<file path="src/design/shn_pkg.sv">
// Shared types and constants of the Sobel height-to-normal block.
package shn_pkg;

    localparam int ROW_MAX     = 4096;
    localparam int COL_W       = $clog2(ROW_MAX);
    localparam int PIX_W       = 8;
    localparam int RL_W        = 13;
    localparam int Z_W         = 16;
    localparam int CFG_ADDR_W  = 1;
    localparam int CFG_DATA_W  = 16;
    localparam int QUEUE_DEPTH = 4;
    localparam int QPTR_W      = $clog2(QUEUE_DEPTH);

    localparam logic [CFG_ADDR_W-1:0] CFG_ROW_LENGTH = 1'b0;
    localparam logic [CFG_ADDR_W-1:0] CFG_Z_TERM     = 1'b1;

    // One column of the window: upper in the top byte, lower in the bottom byte.
    typedef logic [3*PIX_W-1:0] t_column;

    typedef struct packed {
        t_column left;
        t_column center;
        t_column right;
        logic    run_last;
        logic    image_last;
    } t_job;

    typedef enum logic [1:0] {
        PH_FIRST,
        PH_SECOND,
        PH_LATER
    } t_row_phase;

    typedef enum logic [1:0] {
        F_IDLE,
        F_CALC,
        F_PUSH
    } t_front_state;

    typedef enum logic [2:0] {
        B_IDLE,
        B_SQUARE,
        B_SUM,
        B_INIT,
        B_MUL_RHS,
        B_STEP,
        B_MUL_CMP,
        B_OUT
    } t_back_state;

    typedef enum logic [1:0] {
        C_X,
        C_Y,
        C_Z
    } t_comp;

endpackage

</file>
<file path="src/design/shn_back.sv">
// Back end: Sobel gradients, normalization by exact search, byte mapping.
module shn_back (
    input  logic                      i_clk,
    input  logic                      i_rst_n,
    input  logic [shn_pkg::Z_W-1:0]   i_z_term,
    input  logic                      i_q_empty,
    input  shn_pkg::t_job             i_job,
    output logic                      o_pop,
    output logic                      o_valid,
    input  logic                      i_ready,
    output logic [23:0]               o_data,
    output logic                      o_run_last,
    output logic                      o_image_last
);
    import shn_pkg::*;

    localparam int GW   = 12;
    localparam int AW   = 11;
    localparam int SQW  = 22;
    localparam int LW   = 38;
    localparam int PW   = 54;
    localparam int RW   = 27;
    localparam int CW   = 5;

    t_back_state      r_state;
    t_back_state      n_state;
    t_job             r_job;
    logic [AW-1:0]    r_ax;
    logic [AW-1:0]    r_ay;
    logic             r_nx;
    logic             r_ny;
    logic [SQW-1:0]   r_gx2;
    logic [SQW-1:0]   r_gy2;
    logic [2*Z_W-1:0] r_z2;
    logic [Z_W-1:0]   r_z;
    logic [LW-1:0]    r_len2;
    t_comp            r_idx;
    logic             r_neg;
    logic [7:0]       r_lo;
    logic [7:0]       r_hi;
    logic [7:0]       r_k;
    logic             r_dneg;
    logic [PW-1:0]    r_rhs2;
    logic [PW-1:0]    r_acc;
    logic [PW-1:0]    r_mcand;
    logic [RW-1:0]    r_mplier;
    logic [CW-1:0]    r_cnt;
    logic [7:0]       r_red;
    logic [7:0]       r_green;
    logic [7:0]       r_blue;
    logic             r_out_valid;
    logic [23:0]      r_out_data;
    logic             r_out_run;
    logic             r_out_img;

    logic signed [GW-1:0] w_gx;
    logic signed [GW-1:0] w_gy_r;
    logic [AW-1:0]    w_ax;
    logic [AW-1:0]    w_ay;
    logic [Z_W-1:0]   w_z;
    logic [18:0]      w_mag;
    logic             w_neg;
    logic [RW-1:0]    w_rhs;
    logic [PW-1:0]    w_sum;
    logic [8:0]       w_k9;
    logic [7:0]       w_k;
    logic [7:0]       w_dabs;
    logic [15:0]      w_dsq;
    logic             w_ok;
    logic             w_load;

    function automatic logic signed [GW-1:0] sx(input logic [PIX_W-1:0] v);
        sx = $signed({{(GW-PIX_W){1'b0}}, v});
    endfunction

    // Gradients: upper byte [23:16], middle [15:8], lower [7:0]
    assign w_gx = sx(r_job.left[23:16]) + (sx(r_job.left[15:8]) <<< 1)
                + sx(r_job.left[7:0]) - sx(r_job.right[23:16])
                - (sx(r_job.right[15:8]) <<< 1) - sx(r_job.right[7:0]);

    assign w_gy_r = sx(r_job.left[23:16]) + (sx(r_job.center[23:16]) <<< 1)
                  + sx(r_job.right[23:16]) - sx(r_job.left[7:0])
                  - (sx(r_job.center[7:0]) <<< 1) - sx(r_job.right[7:0]);

    assign w_ax = w_gx[GW-1] ? AW'(-w_gx) : AW'(w_gx);
    assign w_ay = w_gy_r[GW-1] ? AW'(-w_gy_r) : AW'(w_gy_r);
    assign w_z  = (i_z_term == '0) ? Z_W'(1) : i_z_term;

    // Component selection: the normal is -(gx*256, gy*256, z)
    always_comb begin
        case (r_idx)
            C_X: begin
                w_mag = {r_ax, 8'b0};
                w_neg = r_nx;
            end
            C_Y: begin
                w_mag = {r_ay, 8'b0};
                w_neg = r_ny;
            end
            default: begin
                w_mag = {3'b0, r_z};
                w_neg = 1'b1;
            end
        endcase
    end

    assign w_rhs  = {w_mag, 8'b0} - {8'b0, w_mag};
    assign w_sum  = r_acc + (r_mplier[0] ? r_mcand : '0);
    assign w_k9   = {1'b0, r_lo} + {1'b0, r_hi} + 9'd1;
    assign w_k    = w_k9[8:1];
    assign w_dabs = {w_k[7] ? w_k[6:0] : ~w_k[6:0], 1'b1};
    assign w_dsq  = w_dabs * w_dabs;
    assign w_ok   = r_dneg ? (w_sum >= r_rhs2) : (w_sum <= r_rhs2);
    assign w_load = !r_out_valid || i_ready;

    // Next state
    always_comb begin
        n_state = r_state;
        case (r_state)
            B_IDLE:    if (!i_q_empty) n_state = B_SQUARE;
            B_SQUARE:  n_state = B_SUM;
            B_SUM:     n_state = B_INIT;
            B_INIT:    n_state = B_MUL_RHS;
            B_MUL_RHS: if (r_cnt == CW'(1)) n_state = B_STEP;
            B_STEP: begin
                if (r_lo == r_hi) begin
                    n_state = (r_idx == C_Z) ? B_OUT : B_INIT;
                end else if (w_k[7] != w_neg) begin
                    n_state = B_MUL_CMP;
                end
            end
            B_MUL_CMP: if (r_cnt == CW'(1)) n_state = B_STEP;
            B_OUT:     if (w_load) n_state = B_IDLE;
            default:   n_state = B_IDLE;
        endcase
    end

    // Outputs
    always_comb begin
        o_pop        = (r_state == B_IDLE) && !i_q_empty;
        o_valid      = r_out_valid;
        o_data       = r_out_data;
        o_run_last   = r_out_run;
        o_image_last = r_out_img;
    end

    // Datapath
    always_ff @(posedge i_clk) begin
        case (r_state)
            B_IDLE: begin
                r_job <= i_job;
            end
            B_SQUARE: begin
                r_ax  <= w_ax;
                r_ay  <= w_ay;
                r_nx  <= !w_gx[GW-1] && (w_gx != '0);
                r_ny  <= !w_gy_r[GW-1] && (w_gy_r != '0);
                r_gx2 <= SQW'(w_ax * w_ax);
                r_gy2 <= SQW'(w_ay * w_ay);
                r_z2  <= w_z * w_z;
                r_z   <= w_z;
            end
            B_SUM: begin
                r_len2 <= {r_gx2, 16'b0} + {r_gy2, 16'b0} + LW'(r_z2);
            end
            B_INIT: begin
                r_neg    <= w_neg;
                r_lo     <= '0;
                r_hi     <= 8'd255;
                r_acc    <= '0;
                r_mcand  <= PW'(w_rhs);
                r_mplier <= w_rhs;
                r_cnt    <= CW'(RW);
            end
            B_MUL_RHS, B_MUL_CMP: begin
                r_acc    <= w_sum;
                r_mcand  <= r_mcand << 1;
                r_mplier <= r_mplier >> 1;
                r_cnt    <= r_cnt - 1'b1;
                if (r_cnt == CW'(1)) begin
                    if (r_state == B_MUL_RHS) begin
                        r_rhs2 <= w_sum;
                    end else if (w_ok) begin
                        r_lo <= r_k;
                    end else begin
                        r_hi <= r_k - 1'b1;
                    end
                end
            end
            B_STEP: begin
                if (r_lo == r_hi) begin
                    case (r_idx)
                        C_X:     r_red   <= r_lo;
                        C_Y:     r_green <= r_lo;
                        default: r_blue  <= r_lo;
                    endcase
                end else if (!w_k[7] && !r_neg) begin
                    r_lo <= w_k;
                end else if (w_k[7] && r_neg) begin
                    r_hi <= w_k - 1'b1;
                end else begin
                    // Signs agree: compare d^2*len2 against (255*|c|)^2
                    r_k      <= w_k;
                    r_dneg   <= !w_k[7];
                    r_acc    <= '0;
                    r_mcand  <= PW'(r_len2);
                    r_mplier <= RW'(w_dsq);
                    r_cnt    <= CW'(16);
                end
            end
            default: begin
            end
        endcase
        if ((r_state == B_OUT) && w_load) begin
            r_out_data <= {r_blue, r_green, r_red};
            r_out_run  <= r_job.run_last;
            r_out_img  <= r_job.image_last;
        end
    end

    always_ff @(posedge i_clk) begin
        if (!i_rst_n) begin
            r_state     <= B_IDLE;
            r_idx       <= C_X;
            r_out_valid <= 1'b0;
        end else begin
            r_state <= n_state;
            if (r_state == B_SUM) begin
                r_idx <= C_X;
            end else if ((r_state == B_STEP) && (r_lo == r_hi)) begin
                case (r_idx)
                    C_X:     r_idx <= C_Y;
                    C_Y:     r_idx <= C_Z;
                    default: r_idx <= C_X;
                endcase
            end
            if ((r_state == B_OUT) && w_load) begin
                r_out_valid <= 1'b1;
            end else if (i_ready) begin
                r_out_valid <= 1'b0;
            end
        end
    end

endmodule
</file>
<file path="config.mk">
export PLATFORM = sky130hd
export DESIGN_NAME = shn_back
export DESIGN_NICKNAME = d
export VERILOG_FILES = /design/src/design/shn_pkg.sv /design/src/design/shn_back.sv
export SDC_FILE = /design/constraint.sdc
export NUM_CORES = 2
export LEC_CHECK = 0
export ABC_AREA = 1
export BUFFER_PORTS_ARGS = -buffer_cell sky130_fd_sc_hd__clkbuf_2
export CAP_MARGIN = 10
export CELL_PAD_IN_SITES_DETAIL_PLACEMENT = 0
export CELL_PAD_IN_SITES_GLOBAL_PLACEMENT = 2
export CORE_MARGIN = 2
export CORE_UTILIZATION = 41
export DETAILED_ROUTE_END_ITERATION = 12
export MAX_ROUTING_LAYER = met4
export PLACE_DENSITY = 0.87
export SYNTH_ARGS = -nofsm -noshare
export SYNTH_HDL_FRONTEND = slang
export SYNTH_SLANG_ARGS = --single-unit
</file>
<file path="constraint.sdc">
create_clock -name i_clk -period 10.18 [get_ports i_clk]
set_input_delay 0.509 -clock i_clk [delete_from_list [all_inputs] [get_ports i_clk]]
set_output_delay 0.509 -clock i_clk [all_outputs]
set_load 0.01 [all_outputs]
</file>
==> flow_summary_export.csv <==
group,metric,value,unit
run_status,status,"finished clean",
job,drv_cap,0,
timing,worstMarginPinSlew,1.157,ns
place,place_congestion,0.9177,
timing,hold_viol,0,
global_routing,grt_use_total,20.70,%
critical_path,crit_path_max_incr_delay,0.65,ns
detailed_routing,wirelength,108700,microns
global_routing,grt_overflow,0,
layout,multi_input_area,24850,sq um
floorplan,start_util,41.26,%
critical_path,crit_fanout,12,
detailed_routing,first_iter_violations,1874,
critical_path,worstRegToRegCells,33,
synthesis,synth_top_flop_cell,"edfxtp_1",
timing,grt_setup_unrepaired,"false",
clock_tree,htreeDepth,2,
layout,num-nets-final,5924,
synthesis,seq_area_frac_synth,33.20,%
global_routing,grt_pass1_wl,176200,microns
detailed_routing,drc,0,
critical_path,cpMaxStageDelayCell,"fa_1",
synthesis,synth.distinct_cells,65,
clock_tree,cts_tree,"done",
clock_tree,clk_pin_slew,0.07,ns
critical_path,cp-start-kind,"flop",
timing,setup_viol,0,
critical_path,crit_buf_inv,8,
global_routing,grt_pass1_vias,32805,
detailed_routing,avgViaCountPerCell,4.885,
clock_tree,cts_root_buf,"clkbuf_16",
clock_tree,ctsResizeCount,0,
floorplan,boundaryPins,122,
critical_path,crit_type,"flop to flop",
timing,clock_skew,0.03482,ns
critical_path,crit_family,"adder cells",
floorplan,rows,120,
place,hpwl,88450,microns
synthesis,synth_edf_count,483,
worst_hold_path,hold_class,"input pin to flop",
synthesis,synth.area.top_cells,"edfxtp_1, fa_1, ha_1",
layout,seqCellArea,14620,sq um
detailed_routing,ant_nets,0,
synthesis,ys_seq_elements,489,
timing,min_period,9.352,ns
timing,period_share,91.87,%
floorplan,die_y,331.8,microns
critical_path,setup.worst_path.end,"r_gy2[19]",
synthesis,ys_warn_count,0,
critical_path,regToRegSetupSlack,0.83,ns
synthesis,synth_largest_area_cell,"edfxtp_1",
timing,tns,0,ns
floorplan,die-width,331.8,microns
layout,layout-drive-gt1-share,6.163,%
clock_tree,clock_sinks,489,
synthesis,synthesis.instances,4932,
synthesis,syn_area_per_cell,8.931,sq um
critical_path,end_kind,"flop",
timing,max_freq,106.9,MHz
synthesis,async_flop_share,0,%
critical_path,r2r_end,"r_gy2[19]",
global_routing,grt_max_degree,141,
timing,relSlewSlack,22.60,%
place,numPortBuffers,113,
clock_tree,cts_setup_buffers,0,
detailed_routing,route.detailed.wl_per_inst,16.77,microns
floorplan,die-area,110100,sq um
critical_path,cp.required,10.57,ns
detailed_routing,dr.pass1.iters,5,
floorplan,core-area,106800,sq um
timing,finalMaxSlewViolations,0,
synthesis,synthesis.area,44050,sq um
clock_tree,clock_path_buffers,3,
layout,area_growth_syn_to_layout,9.042,%
layout,diodes,0,
clock_tree,insertion_delay,0.65,ns
global_routing,antenna_found_initial,1,
critical_path,startpoint,"r_job[52]",
critical_path,r2r-start,"r_job[52]",
clock_tree,cts_buffers,55,
clock_tree,cts_hold_buf,0,
critical_path,critical_path_depth,33,
detailed_routing,vias,31665,
layout,n_fill_cell,10586,
critical_path,crit_top_cell,"fa_1",
critical_path,arrival,9.74,ns
synthesis,synth_top_area_share,32.93,%
## cells by family (layout without fill, tap and decap cells)
logic type	Yosys count	in the layout	synth area share (%)
AO/OA/AOI/OAI	587	587	7.755
XOR/XNOR	163	163	3.437
adder cells (fa/ha/maj)	798	798	29.45
buffers and inverters	1222	1365	10.53
flip-flops	489	489	33.20
multiplexers	1	1	0.02556
other	1	5	0.008514
AND/OR/NAND/NOR	1671	1671	15.59
## placed cells by master (no fill, tap or decap), types with 19 or more instances in the layout
master	netlist	layout
edfxtp_1	483	483
inv_1	1107	1107
fa_1	398	398
nor3_1	47	45
xor2_1	106	106
o21bai_1	24	24
nand3_1	189	189
a21oi_1	268	267
clkbuf_2	1	113
nand2_1	933	933
ha_1	400	400
clkbuf_16	0	55
o21ai_0	154	154
inv_2	19	19
nor2_1	399	395
nand4_1	27	27
nor4_1	20	20
a21o_1	23	23
xnor2_1	47	47
## Yosys cell counts, types with 4 or more instances
cell and instances:
xor2_1 106, a31oi_1 13, nor2_2 6, o211ai_1 12, buf_6 4, nand3_1 189, nand2_1 933, nor3_1 47
o22ai_1 4, fa_1 398, xnor2_1 47, a22o_1 13, clkbuf_1 76, inv_2 19, nor4_1 20, buf_2 6
a21boi_0 7, a221oi_1 6, o21ai_0 154, a21oi_1 268, a21o_1 23, nand4_1 27, nor2_1 399, ha_1 400
o21ai_2 7, nand3b_1 5, edfxtp_1 483, o21bai_1 24, nand2_2 10, dfxtp_1 6, xor2_2 9, and2_1 6
o21a_1 17, or2_2 15, inv_1 1107, buf_1 4, o21ai_1 13
## layout make-up
type                            count  share of cell area (%)
Timing Repair Buffer              132                   1.501
Inverter                         1129                   8.834
Sequential cell                   489                   30.45
Tap cell                         1403                   3.655
Clock buffer                       61                   2.913
Clock inverter                     43                  0.9196
Multi-Input combinational cell   3225                   51.73
## state kept, by name (all words and copies together), names as in the netlist, 2 cells and up
signal,cells
r_job,66
r_acc,54
r_mcand,54
r_rhs2,54
r_len2,37
r_z2,31
r_mplier,27
o_data,24
r_gx2,20
r_gy2,20
r_z,15
r_ax,11
r_ay,11
r_blue,8
r_green,8
r_hi,8
r_k,8
r_lo,8
r_red,8
r_cnt,5
r_state,3
r_idx,2
## worst min path at each step
stage	slack [ns]	start	cells past startpoint	to
3_3_place_gp	0.40	r_job[0]	0	o_image_last
4_1_cts	0.007	i_job[33]	1	r_job[33]
5_1_grt	0.02	i_job[31]	1	r_job[31]
3_5_place_dp	0.41	r_z2[14]	0	r_len2[14]
2_1_floorplan	0.40	r_red[0]	0	o_data[0]
6_report	0.05	i_job[48]	1	r_job[48]
## metrics by stage
step | instance area (sq um) | hold WS, ns | std cells | utilization [%] | setup WS [ns]
after detailed placement | 46190 | 0.4052 | 6378 | 43.27 | 0.8001
final | 48030 | 0.04593 | 6482 | 44.99 | 0.8277
after floorplan | 44060 | 0.4003 | 4936 | - | 1.101
after global routing | 48030 | 0.01967 | 6482 | 44.99 | 0.2160
after global placement | 46190 | 0.4007 | 6378 | 43.27 | 0.9070
after CTS | 48030 | 0.006929 | 6482 | 44.99 | 0.7957
## layer usage
layer / up-vias / share of wire, % / GRT usage [%]
met3: 160 / 3.1 / 1.886
met1: 15213 / 46 / 27.03
met4: 0 / 2.8 / 5.635
met2: 471 / 48 / 34.56
met5: - / 0 / -
li1: 15821 / - / -
Power is not shown: default switching activity piles up to over one toggle a cycle in this logic, so the estimate is an artifact.
