$ cat config.mk
export PLATFORM = sky130hd
export DESIGN_NAME = shn_queue
export DESIGN_NICKNAME = d
export VERILOG_FILES = /design/src/design/shn_pkg.sv /design/src/design/shn_queue.sv
export SDC_FILE = /design/constraint.sdc
export NUM_CORES = 1
export LEC_CHECK = 0
export BUFFER_PORTS_ARGS = -buffer_cell sky130_fd_sc_hd__buf_2
export CELL_PAD_IN_SITES_DETAIL_PLACEMENT = 0
export CELL_PAD_IN_SITES_GLOBAL_PLACEMENT = 1
export CORE_ASPECT_RATIO = 0.8
export CORE_MARGIN = 2
export CORE_UTILIZATION = 35
export DETAILED_ROUTE_END_ITERATION = 7
export PLACE_DENSITY_LB_ADDON = 0.1
export SETUP_SLACK_MARGIN = 0.02
export SYNTH_ARGS = -nofsm -noshare
export SYNTH_HDL_FRONTEND = slang
export SYNTH_SLANG_ARGS = --single-unit
$ cat constraint.sdc
create_clock -name i_clk -period 3.2 [get_ports i_clk]
set_input_delay 0.48 -clock i_clk [delete_from_list [all_inputs] [get_ports i_clk]]
set_output_delay 0.48 -clock i_clk [all_outputs]
set_load 0.01 [all_outputs]
$ cat src/design/shn_pkg.sv
// Shared types and constants of the Sobel height-to-normal block.
package shn_pkg;

    localparam int ROW_MAX     = 4096;
    localparam int COL_W       = $clog2(ROW_MAX);
    localparam int PIX_W       = 8;
    localparam int RL_W        = 13;
    localparam int Z_W         = 16;
    localparam int CFG_ADDR_W  = 1;
    localparam int CFG_DATA_W  = 16;
    localparam int QUEUE_DEPTH = 4;
    localparam int QPTR_W      = $clog2(QUEUE_DEPTH);

    localparam logic [CFG_ADDR_W-1:0] CFG_ROW_LENGTH = 1'b0;
    localparam logic [CFG_ADDR_W-1:0] CFG_Z_TERM     = 1'b1;

    // One column of the window: upper in the top byte, lower in the bottom byte.
    typedef logic [3*PIX_W-1:0] t_column;

    typedef struct packed {
        t_column left;
        t_column center;
        t_column right;
        logic    run_last;
        logic    image_last;
    } t_job;

    typedef enum logic [1:0] {
        PH_FIRST,
        PH_SECOND,
        PH_LATER
    } t_row_phase;

    typedef enum logic [1:0] {
        F_IDLE,
        F_CALC,
        F_PUSH
    } t_front_state;

    typedef enum logic [2:0] {
        B_IDLE,
        B_SQUARE,
        B_SUM,
        B_INIT,
        B_MUL_RHS,
        B_STEP,
        B_MUL_CMP,
        B_OUT
    } t_back_state;

    typedef enum logic [1:0] {
        C_X,
        C_Y,
        C_Z
    } t_comp;

endpackage

$ cat src/design/shn_queue.sv
// Short job queue between the window front end and the normalizing back end.
module shn_queue (
    input  logic        i_clk,
    input  logic        i_rst_n,
    input  logic        i_push,
    input  shn_pkg::t_job i_job,
    input  logic        i_pop,
    output shn_pkg::t_job o_job,
    output logic        o_full,
    output logic        o_empty
);
    import shn_pkg::*;

    t_job              r_mem [QUEUE_DEPTH];
    logic [QPTR_W-1:0] r_wp;
    logic [QPTR_W-1:0] r_rp;
    logic [QPTR_W:0]   r_cnt;

    assign o_full  = (r_cnt == (QPTR_W+1)'(QUEUE_DEPTH));
    assign o_empty = (r_cnt == '0);
    assign o_job   = r_mem[r_rp];

    always_ff @(posedge i_clk) begin
        if (i_push) begin
            r_mem[r_wp] <= i_job;
        end
    end

    always_ff @(posedge i_clk) begin
        if (!i_rst_n) begin
            r_wp  <= '0;
            r_rp  <= '0;
            r_cnt <= '0;
        end else begin
            if (i_push) begin
                r_wp <= r_wp + 1'b1;
            end
            if (i_pop) begin
                r_rp <= r_rp + 1'b1;
            end
            case ({i_push, i_pop})
                2'b10:   r_cnt <= r_cnt + 1'b1;
                2'b01:   r_cnt <= r_cnt - 1'b1;
                default: r_cnt <= r_cnt;
            endcase
        end
    end

endmodule

==> results of run 1 <==
==> cells in the mapped netlist, drive strengths merged <==
cell    instances  share of area (%)
xor2            3               0.24
buf            15                1.1
and2           10               0.56
o21ai           2              0.090
ha              5               0.56
mux4           74                 15
inv             6               0.20
nor3            1              0.045
dfxtp           9                1.6
edfxtp        296                 80
a21boi          1              0.067
clkbuf          1              0.034
xnor2           2               0.16
nor2b           1              0.056
mux2i           1              0.090
or3             1              0.056
fa              1               0.18
and3            1              0.056
nand2           2              0.067
==> final timing paths <==
check,to,slack (ns)
min reg2reg,r_cnt[2],0.53
min,r_mem[0][57],0.14
max reg2reg,r_mem[0][6],1.33
max,o_job[13],0.50
==> stage by stage <==
| stage | hold WS (ns) | std cells | util [%] | area [µm²] |
|---|---|---|---|---|
| after floorplan | 0.473 | 432 | - | 11100 |
| after global placement | 0.487 | 996 | 39.7 | 12500 |
| after detailed placement | 0.520 | 996 | 39.7 | 12500 |
| after CTS | 0.109 | 1053 | 43.0 | 13500 |
| after global routing | 0.121 | 1053 | 43.0 | 13500 |
| final | 0.142 | 1056 | 43.1 | 13500 |
==> per-layer routing <==
| metal | GRT usage (%) | vias to the layer above | routed length (µm) |
|---|---|---|---|
| li1 | - | 2202 | - |
| met1 | 16.5 | 2622 | 9250 |
| met3 | 4.49 | 37 | 1460 |
| met2 | 22.7 | 118 | 10700 |
| met4 | 2.92 | 2 | 397 |
| met5 | 0 | - | 7 |
==> final cells by class <==
class                   count  area share, %
clock inverters            14           1.46
well taps                 420           3.89
clock buffers              43           6.23
flip-flops and latches    305           67.2
diodes                      3         0.0556
inverters                   6          0.167
repair buffers            160           6.71
multi-input cells         105           14.3
==> worst max-delay path: cells and delay by family, from the launching register on <==
kind | cells | cell delay (ns)
buffers and inverters | 2 | 0.49
multiplexers | 1 | 0.39
flip-flops | 1 | 0.73
==> sequential cells by signal, summed over array words and instances (netlist names), named ones only <==
signal  flops
r_mem     296
r_cnt       3
r_rp        2
r_wp        2
==> power by group <==
group / switching (mW) / total, mW / internal (mW)
combinational: 0.445 / 0.834 / 0.389
clock: 1.42 / 3.65 / 2.23
sequential: 0.0661 / 4.65 / 4.58
==> kinds of logic after synthesis <==
family                   synth area share (%)
flip-flops                               81.5
multiplexers                             15.1
buffers and inverters                    1.33
AND/OR/NAND/NOR                         0.843
adder cells (fa/ha/maj)                 0.742
XOR/XNOR                                0.394
AO/OA/AOI/OAI                           0.157
==> metrics.md, run 1 <==
| Metric | Value |
|---|---|
| Status | completed |
| Area Growth Syn to Fin | 21.3% |
| Worst Min Path Start | i_job[57] |
| Worst Path Max Fanout | 39 |
| Row count | between 50 and 60 |
| Root Driver | clkbuf_16 |
| Synthesis Warnings | 0 |
| Leakage | between 4 and 5 nW |
| R2R depth | 4 |
| CTS tree | done |
| Layout Nets | between 600 and 700 |
| Overall Global Routing Usage | 13.3% |
| CTS clk-pin slew, worst paths | around 0.060 ns |
| Max_cap viols | 0 |
| Longest Clk Path Bufs | 3 |
| Synth unique cells | 21 |
| Most frequent cells in the layout | edfxtp_1 (296), buf_2 (153), mux4_2 (74) |
| Most common cell after layout, fill and taps aside | edfxtp_1 |
| Post-CTS setup buffer count | 0 |
| Synth Register Bits | around 310 |
| Final Max Slew Viols | 0 |
| Antenna viol nets, final | 0 |
| Sequential share of the synthesized area | 81.5% |
| Global placement routability congestion | between 0.7 and 0.8 |
| Storage cell area | 0.00908 mm² |
| Worst path required time | 2.72 ns |
| Final Hold Vio Count | 0 |
| Clock skew | around 0.0086 ns |
| Drt initial violations | between 200 and 300 |
| CP cell instances | buf_12 > mux4_2 > buf_2 |
| Total power | a little over 9 mW |
| CTS sink cnt | 305 |
| Mapped Avg Cell Area | 25.8 µm² |
| Hold Path Depth | 1 |
| Worst-Margin Slew | 0.640 ns |
| CP startpoint kind | flop |
| Initial antenna violation count | 5 |
| Boundary pin count | approximately 150 |
| Vias in the first global route | 5522 |
| Mapped Nets | between 500 and 600 |
| Via count | approximately 5000 |
| Largest net degree at the start of global routing | 40 |
| Achievable Freq | between 300 and 400 MHz |
| DIE HEIGHT | 164 µm |
| Die Wd | about 200 µm |
| Die area | between 0.03 and 0.04 mm² |
| RR Startpoint | r_wp[0] |
| Routed WL | approximately 22 mm |
| Port buffer count | between 150 and 200 |
| Synthesized cell area | 0.0111 mm² |
| Slew HR | between 50% and 60% |
| CP endpoint kind | output pin |
| Initial Utilization | a little over a third |
| # setup viols final | 0 |
| Post-Synthesis Cells | between 400 and 500 |
| Critical-path top delay cell | dfxtp_4 |
| Power per standard cell area | slightly below 700 mW/mm² |
| # resized after CTS | 0 |
| Max VDD drop | between 0.3 and 0.4 mV |
| Worst skew pair latency | 0.55 ns |
| Final period utilization | about 84% |
| Crit path arrival time | between 2 and 2.5 ns |
| GR Overflow Total | 0 |
| Setup slack after layout | roughly 0.50 ns |
| First-pass GRT wire length | approximately 33 mm |
| Multi-input logic area | 0.00192 mm² |
| Pre-CTS WS | just over 1 ns |
| Crit Path Category | flop to output pin |
| Layout cell share with drive strength beyond 1 | between 40% and 50% |
| Core area | roughly 0.031 mm² |
| Wire length per cell | around 21 µm |
| Worst min path class | input pin to flop |
| Max stage delay on crit path | 0.73 ns |
| H-tree levels | 1 |
| Min Tclk post-route | 2.70 ns |
| Via/cell ratio | 4.72 |
| DP HPWL | between 10 and 15 mm |
| Cts bufs inserted | 31 |
| DRC | 0 |
| Unrepaired setup endpoints after global routing | false |
| DR pass1 iterations | 5 |
| Post-CTS Hold Buffers | 0 |
| Fillers | around 2800 |
| Sum Neg Setup Slack | 0 ns |
Note: power is estimated with default switching activity, not from simulation.
==> run 2: changes to the inputs <==
==> constraint.sdc (replaced) <==
create_clock -name i_clk -period 2.6 [get_ports i_clk]
set_input_delay 0.39 -clock i_clk [delete_from_list [all_inputs] [get_ports i_clk]]
set_output_delay 0.39 -clock i_clk [all_outputs]
set_load 0.01 [all_outputs]
==> run 2 against run 1 <==
Total power increased by 25%; non-clock buffer count grew 6; via count up 1.3%; largest power group unchanged.
==> metrics.md, run 2 (synthesis gave the netlist of run 1 again) <==
| Metric | Value |
|---|---|
| Status | completed |
| CP startpoint kind | flop |
| Drt initial violations | 209 |
| # setup viols final | 0 |
| Routed WL | 22.4 mm |
| Grt met3 use | ~4.4% |
| Biggest register | r_mem |
| Wire length per cell | around 21 µm |
| CP endpoint kind | output pin |
| Crit path arrival time | ~2 ns |
| CTS tree | done |
| FF-to-FF End | r_mem[1][58] |
| Initial Utilization | 35.5% |
| Worst min path class | input pin to flop |
| Met2 usage | between 20% and 30% |
| Final Hold Vio Count | 0 |
| Area Growth Syn to Fin | 22.0% |
| Largest net degree at the start of global routing | a little over 40 |
| DRC | 0 |
| RR Startpoint | r_wp[1] |
| Final period utilization | 94.2% |
| Port buffer count | 153 |
| Root Driver | clkbuf_16 |
| Setup slack after layout | 0.150 ns |
| Boundary pin count | approximately 150 |
| Placed insts | roughly 1000 |
| Max_cap viols | 0 |
| Top Registers | r_mem: 296 flops, r_cnt: 3 flops |
| H-tree levels | 1 |
| Layout Nets | around 700 |
| Post-CTS Hold Buffers | 0 |
| Initial antenna violation count | 5 |
| Global placement routability congestion | approximately 0.66 |
| Worst path required time | ~2.2 ns |
| Final Max Slew Viols | 0 |
| # resized after CTS | 0 |
| Crit Path Category | flop to output pin |
| Most common cell after layout, fill and taps aside | edfxtp_1 |
| Vias in the first global route | ~5600 |
| DP HPWL | approximately 13 mm |
| R2r setup slk | roughly 0.86 ns |
| CTS sink cnt | between 300 and 400 |
| Unrepaired setup endpoints after global routing | false |
| Die Wd | ~200 µm |
| Achievable Freq | ~410 MHz |
| Antenna viol nets, final | 0 |
| Die area | roughly 0.033 mm² |
| Leakage | around 4.5 nW |
| R2R depth | 4 |
| Pre-CTS WS | between 0.6 and 0.7 ns |
| Fillers | ~2800 |
| Cts bufs inserted | 31 |
| Layout cell share with drive strength beyond 1 | between 40% and 50% |
| First-pass GRT wire length | roughly 34 mm |
| Post-CTS setup buffer count | 0 |
| Overall Global Routing Usage | 13.7% |
| DR pass1 iterations | 4 |
| CTS clk-pin slew, worst paths | 0.06 ns |
| Critical path endpoint | o_job[12] |
| Clock skew | between 0.01 and 0.015 ns |
| Worst Path Max Fanout | 40 |
| Post-route insts no fill | approximately 1100 |
| Via/cell ratio | 4.76 |
| Max VDD drop | ~0.47 mV |
| Longest Clk Path Bufs | 3 |
| Fin util | 43.3% |
| Row count | 58 |
| M1 GR Usage | between 10% and 20% |
| Min Tclk post-route | 2.45 ns |
| Largest register FFs | about 300 |
| Total power | ~11 mW |
| GR Overflow Total | 0 |
| Most frequent cells in the layout | edfxtp_1 (296), buf_2 (153), mux4_2 (74) |
| Sum Neg Setup Slack | 0 ns |
| DIE HEIGHT | roughly 160 µm |
| Worst skew pair latency | between 0.5 and 0.6 ns |
| GR peak layer | met2 |
| Core area | 0.0314 mm² |
| Via count | ~5000 |
| Power per standard cell area | 841 mW/mm² |
| Worst-Margin Slew | 0.537 ns |
| Slew HR | between 60% and 70% |
-- run 2: final cells by class --
| class | instances | area [µm²] | share of cell area, % |
|---|---|---|---|
| multi-input combinational | 105 | 1920 | 14.2 |
| sequential | 305 | 9080 | 66.8 |
| tap | 420 | 526 | 3.87 |
| clock buffer | 36 | 795 | 5.85 |
| timing repair buffer | 166 | 951 | 7.00 |
| clock inverter | 21 | 284 | 2.09 |
| antenna | 1 | 2.50 | 0.0184 |
| inverter | 6 | 22.5 | 0.166 |
-- run 2: worst max-delay path, cell delays in order, from the launching register on --
cell     delay [ns]
dfxtp_4        0.61
buf_12         0.31
mux4_2         0.36
buf_2          0.16
-- run 2: metrics by stage --
step	instance area, µm²	hold WS (ns)
3_5_place_dp	12500	0.508
5_1_grt	13600	0.0290
2_1_floorplan	11100	0.473
4_1_cts	13600	0.0135
6_report	13600	0.0484
3_3_place_gp	12500	0.485
-- run 2: per-layer routing --
metal	wire (µm)	part of all wire (%)	up-vias
li1	-	-	2220
met1	9420	42	2650
met2	11000	49	125
met3	1570	7.0	41
met4	387	1.7	10
met5	65	0.29	-
-- run 2: how the worst min path moves through the flow --
stage,startpoint,to,cells after the start,slack (ns)
3_5_place_dp,r_cnt[2],r_cnt[2],2,0.51
6_report,i_job[25],r_mem[2][25],1,0.05
4_1_cts,i_job[33],r_mem[2][33],1,0.01
3_3_place_gp,r_cnt[2],r_cnt[2],2,0.48
2_1_floorplan,r_cnt[2],r_cnt[2],2,0.47
5_1_grt,i_job[34],r_mem[2][34],1,0.03
-- run 2: where the power goes --
group	total [mW]	internal, mW	switching, mW
registers	5.71	5.64	0.0668
logic	1.05	0.487	0.568
clock network	4.66	2.87	1.79
total	11.4	9.00	2.42
==> run 3: changes to the inputs <==
==> constraint.sdc (replaced) <==
create_clock -name i_clk -period 2.1 [get_ports i_clk]
set_input_delay 0.315 -clock i_clk [delete_from_list [all_inputs] [get_ports i_clk]]
set_output_delay 0.315 -clock i_clk [all_outputs]
set_load 0.01 [all_outputs]
==> run 3 against run 2 <==
The flow now finishes with violations (negative setup slack); worst setup slack got worse by 0.31 ns; sequential power up 24%; die area stayed put; core utilization rose by 4.2 points; count of clock-buffer cells in the layout increased by 7; flip-flop and latch count unchanged; final area grew 9.6%; non-clock buffer count increased by 90; clock skew shrank 0.0055 ns.
==> metrics.md, run 3 (synthesis gave the netlist of run 1 again) <==
| Metric | Value |
|---|---|
| Status | finished with violations |
| Failing checks | negative setup slack |
| First-pass GRT wire length | about 35 mm |
| CTS clk-pin slew, worst paths | 0.06 ns |
| DIE HEIGHT | approximately 160 µm |
| Worst min path class | input pin to flop |
| Unrepaired setup endpoints after global routing | true |
| ANT cells | 0 |
| Clock Power Share | between 30 and 40% |
| Row count | 58 |
| Die Wd | 203 µm |
| Longest Clk Path Bufs | 3 |
| DR pass1 iterations | 4 |
| Most common cell after layout, fill and taps aside | edfxtp_1 |
| Max stage delay on crit path | between 0.5 and 0.6 ns |
| # setup viols final | 74 |
| Initial Utilization | a little over a third |
| Max_cap viols | 0 |
| Final period utilization | 107% |
| Top Registers | r_mem: 296 flops, r_cnt: 3 flops |
| Antenna viol nets, final | 0 |
| Final Max Slew Viols | 0 |
| CTS tree | done |
| Via/cell ratio | about 4.7 |
| CP cell instances | buf_12 > buf_12 > mux4_2 > buf_6 |
| Storage cell area | 0.00908 mm² |
| Initial antenna violation count | 0 |
| Largest net degree at the start of global routing | 41 |
| Worst skew pair latency | roughly 0.55 ns |
| Internal Power | between 10 and 15 mW |
| Wire length per cell | 20.5 µm |
| Leakage | between 5 and 6 nW |
| CP bufs+invs | 3 |
| Via count | ~5400 |
| Most frequent CP cell | buf_12 |
| Combinational power share | between 10% and 20% |
| Max VDD drop | 0.611 mV |
| Post-layout instance area | 0.0149 mm² |
| Post-route insts no fill | approximately 1100 |
| Top Family by Delay on Critical Path | multiplexers |
| Boundary pin count | roughly 150 |
| Most frequent cells in the layout | edfxtp_1 (296), buf_2 (93), mux4_2 (74), dlygate4sd3_1 (74), buf_6 (61) |
| Largest register FFs | a little under 300 |
| Global placement routability congestion | between 0.7 and 0.8 |
| Multi-input logic area | 0.00192 mm² |
| Routed WL | between 20 and 25 mm |
| Overall Global Routing Usage | about 14% |
| Setup slack after layout | -0.157 ns |
| Final Hold Vio Count | 0 |
| Crit path arrival time | ~1.9 ns |
| Worst path required time | ~1.8 ns |
| Placed insts | between 1000 and 1500 |
| Critical-path top delay cell | mux4_2 |
| GR Overflow Total | 0 |
| Fillers | between 2000 and 3000 |
| Clock skew | roughly 0.0083 ns |
| Achievable Freq | roughly 440 MHz |
| Dpl cell area | approximately 0.013 mm² |
| DRC | 0 |
| Root Driver | clkbuf_16 |
| Die area | ~0.033 mm² |
| Core area | approximately 0.031 mm² |
| Port buffer count | 153 |
| Sw frac | between 20% and 30% |
| Hold_ws | 0.0785 ns |
| CP endpoint kind | output pin |
| Worst-Margin Slew | approximately 0.34 ns |
| Worst Path Max Fanout | 8 |
| CP startpoint kind | flop |
| CTS sink cnt | between 300 and 400 |
| Reg power frac | 50.6% |
| Biggest register | r_mem |
| Layout cell share with drive strength beyond 1 | 41.3% |
| Vias in the first global route | 6010 |
| Layout Nets | between 700 and 800 |
| Drt initial violations | 182 |
| DP HPWL | roughly 14 mm |
| Slew HR | approximately 77% |
| Area Growth Syn to Fin | 33.7% |
| Crit Path Category | flop to output pin |
| Power per standard cell area | roughly 940 mW/mm² |
| Min Tclk post-route | between 2 and 2.5 ns |
| P_sw | about 3 mW |
| H-tree levels | 1 |
| Cts bufs inserted | 31 |
[run 3: timing repair]
action	CTS	global route
hold endpoints to repair	296	0
endpoints found under the setup margin	74	74
cloned	2	3
gates resized for setup	43	54
buffers inserted	5	0
hold buffers	74	0
[run 3: routing by layer]
metal | wire, µm | GRT usage (%) | vias up
met1 | 10200 | 18.4 | 2865
li1 | - | - | 2391
met4 | 496 | 3.19 | 0
met5 | 0 | 0 | -
met3 | 1360 | 4.07 | 37
met2 | 11400 | 23.9 | 115
[run 3: path summary, 6_finish.rpt]
path	start	to	slack (ns)	cells past startpoint
max	flop	o_job[29]	-0.16	4
min	i_rst_n	flop	0.08	2
max reg2reg	r_cnt[0]	r_cnt[2]	0.53	5
min reg2reg	r_cnt[2]	r_cnt[2]	0.53	2
[run 3: through the flow]
stage | setup WS (ns) | power (mW) | TNS, ns | util (%)
6_report | -0.157 | 13.9 | -8.92 | 47.5
5_1_grt | -0.231 | 14.5 | -14.06 | 47.5
4_1_cts | -0.227 | 14.0 | -12.32 | 46.5
3_5_place_dp | 0.253 | 8.59 | 0 | 40.2
3_3_place_gp | 0.269 | 8.56 | 0 | 40.2
2_1_floorplan | 0.200 | 7.94 | 0 | -
[run 3: layout make-up]
cell class                      count  area share (%)
Clock inverter                     12           0.698
Inverter                            6           0.151
Tap cell                          420            3.53
Clock buffer                       43            5.51
Multi-Input combinational cell    105            12.9
Sequential cell                   305            61.0
Timing Repair Buffer              256            16.2
[run 3: power groups by stage]
stage          Sequential [mW]  Combinational (mW)  Clock (mW)
2_1_floorplan             7.17               0.779           0
3_3_place_gp              7.19                1.37           0
3_5_place_dp              7.21                1.38           0
4_1_cts                   7.07                1.69        5.24
5_1_grt                   7.08                1.96        5.47
6_report                  7.06                1.82        5.06
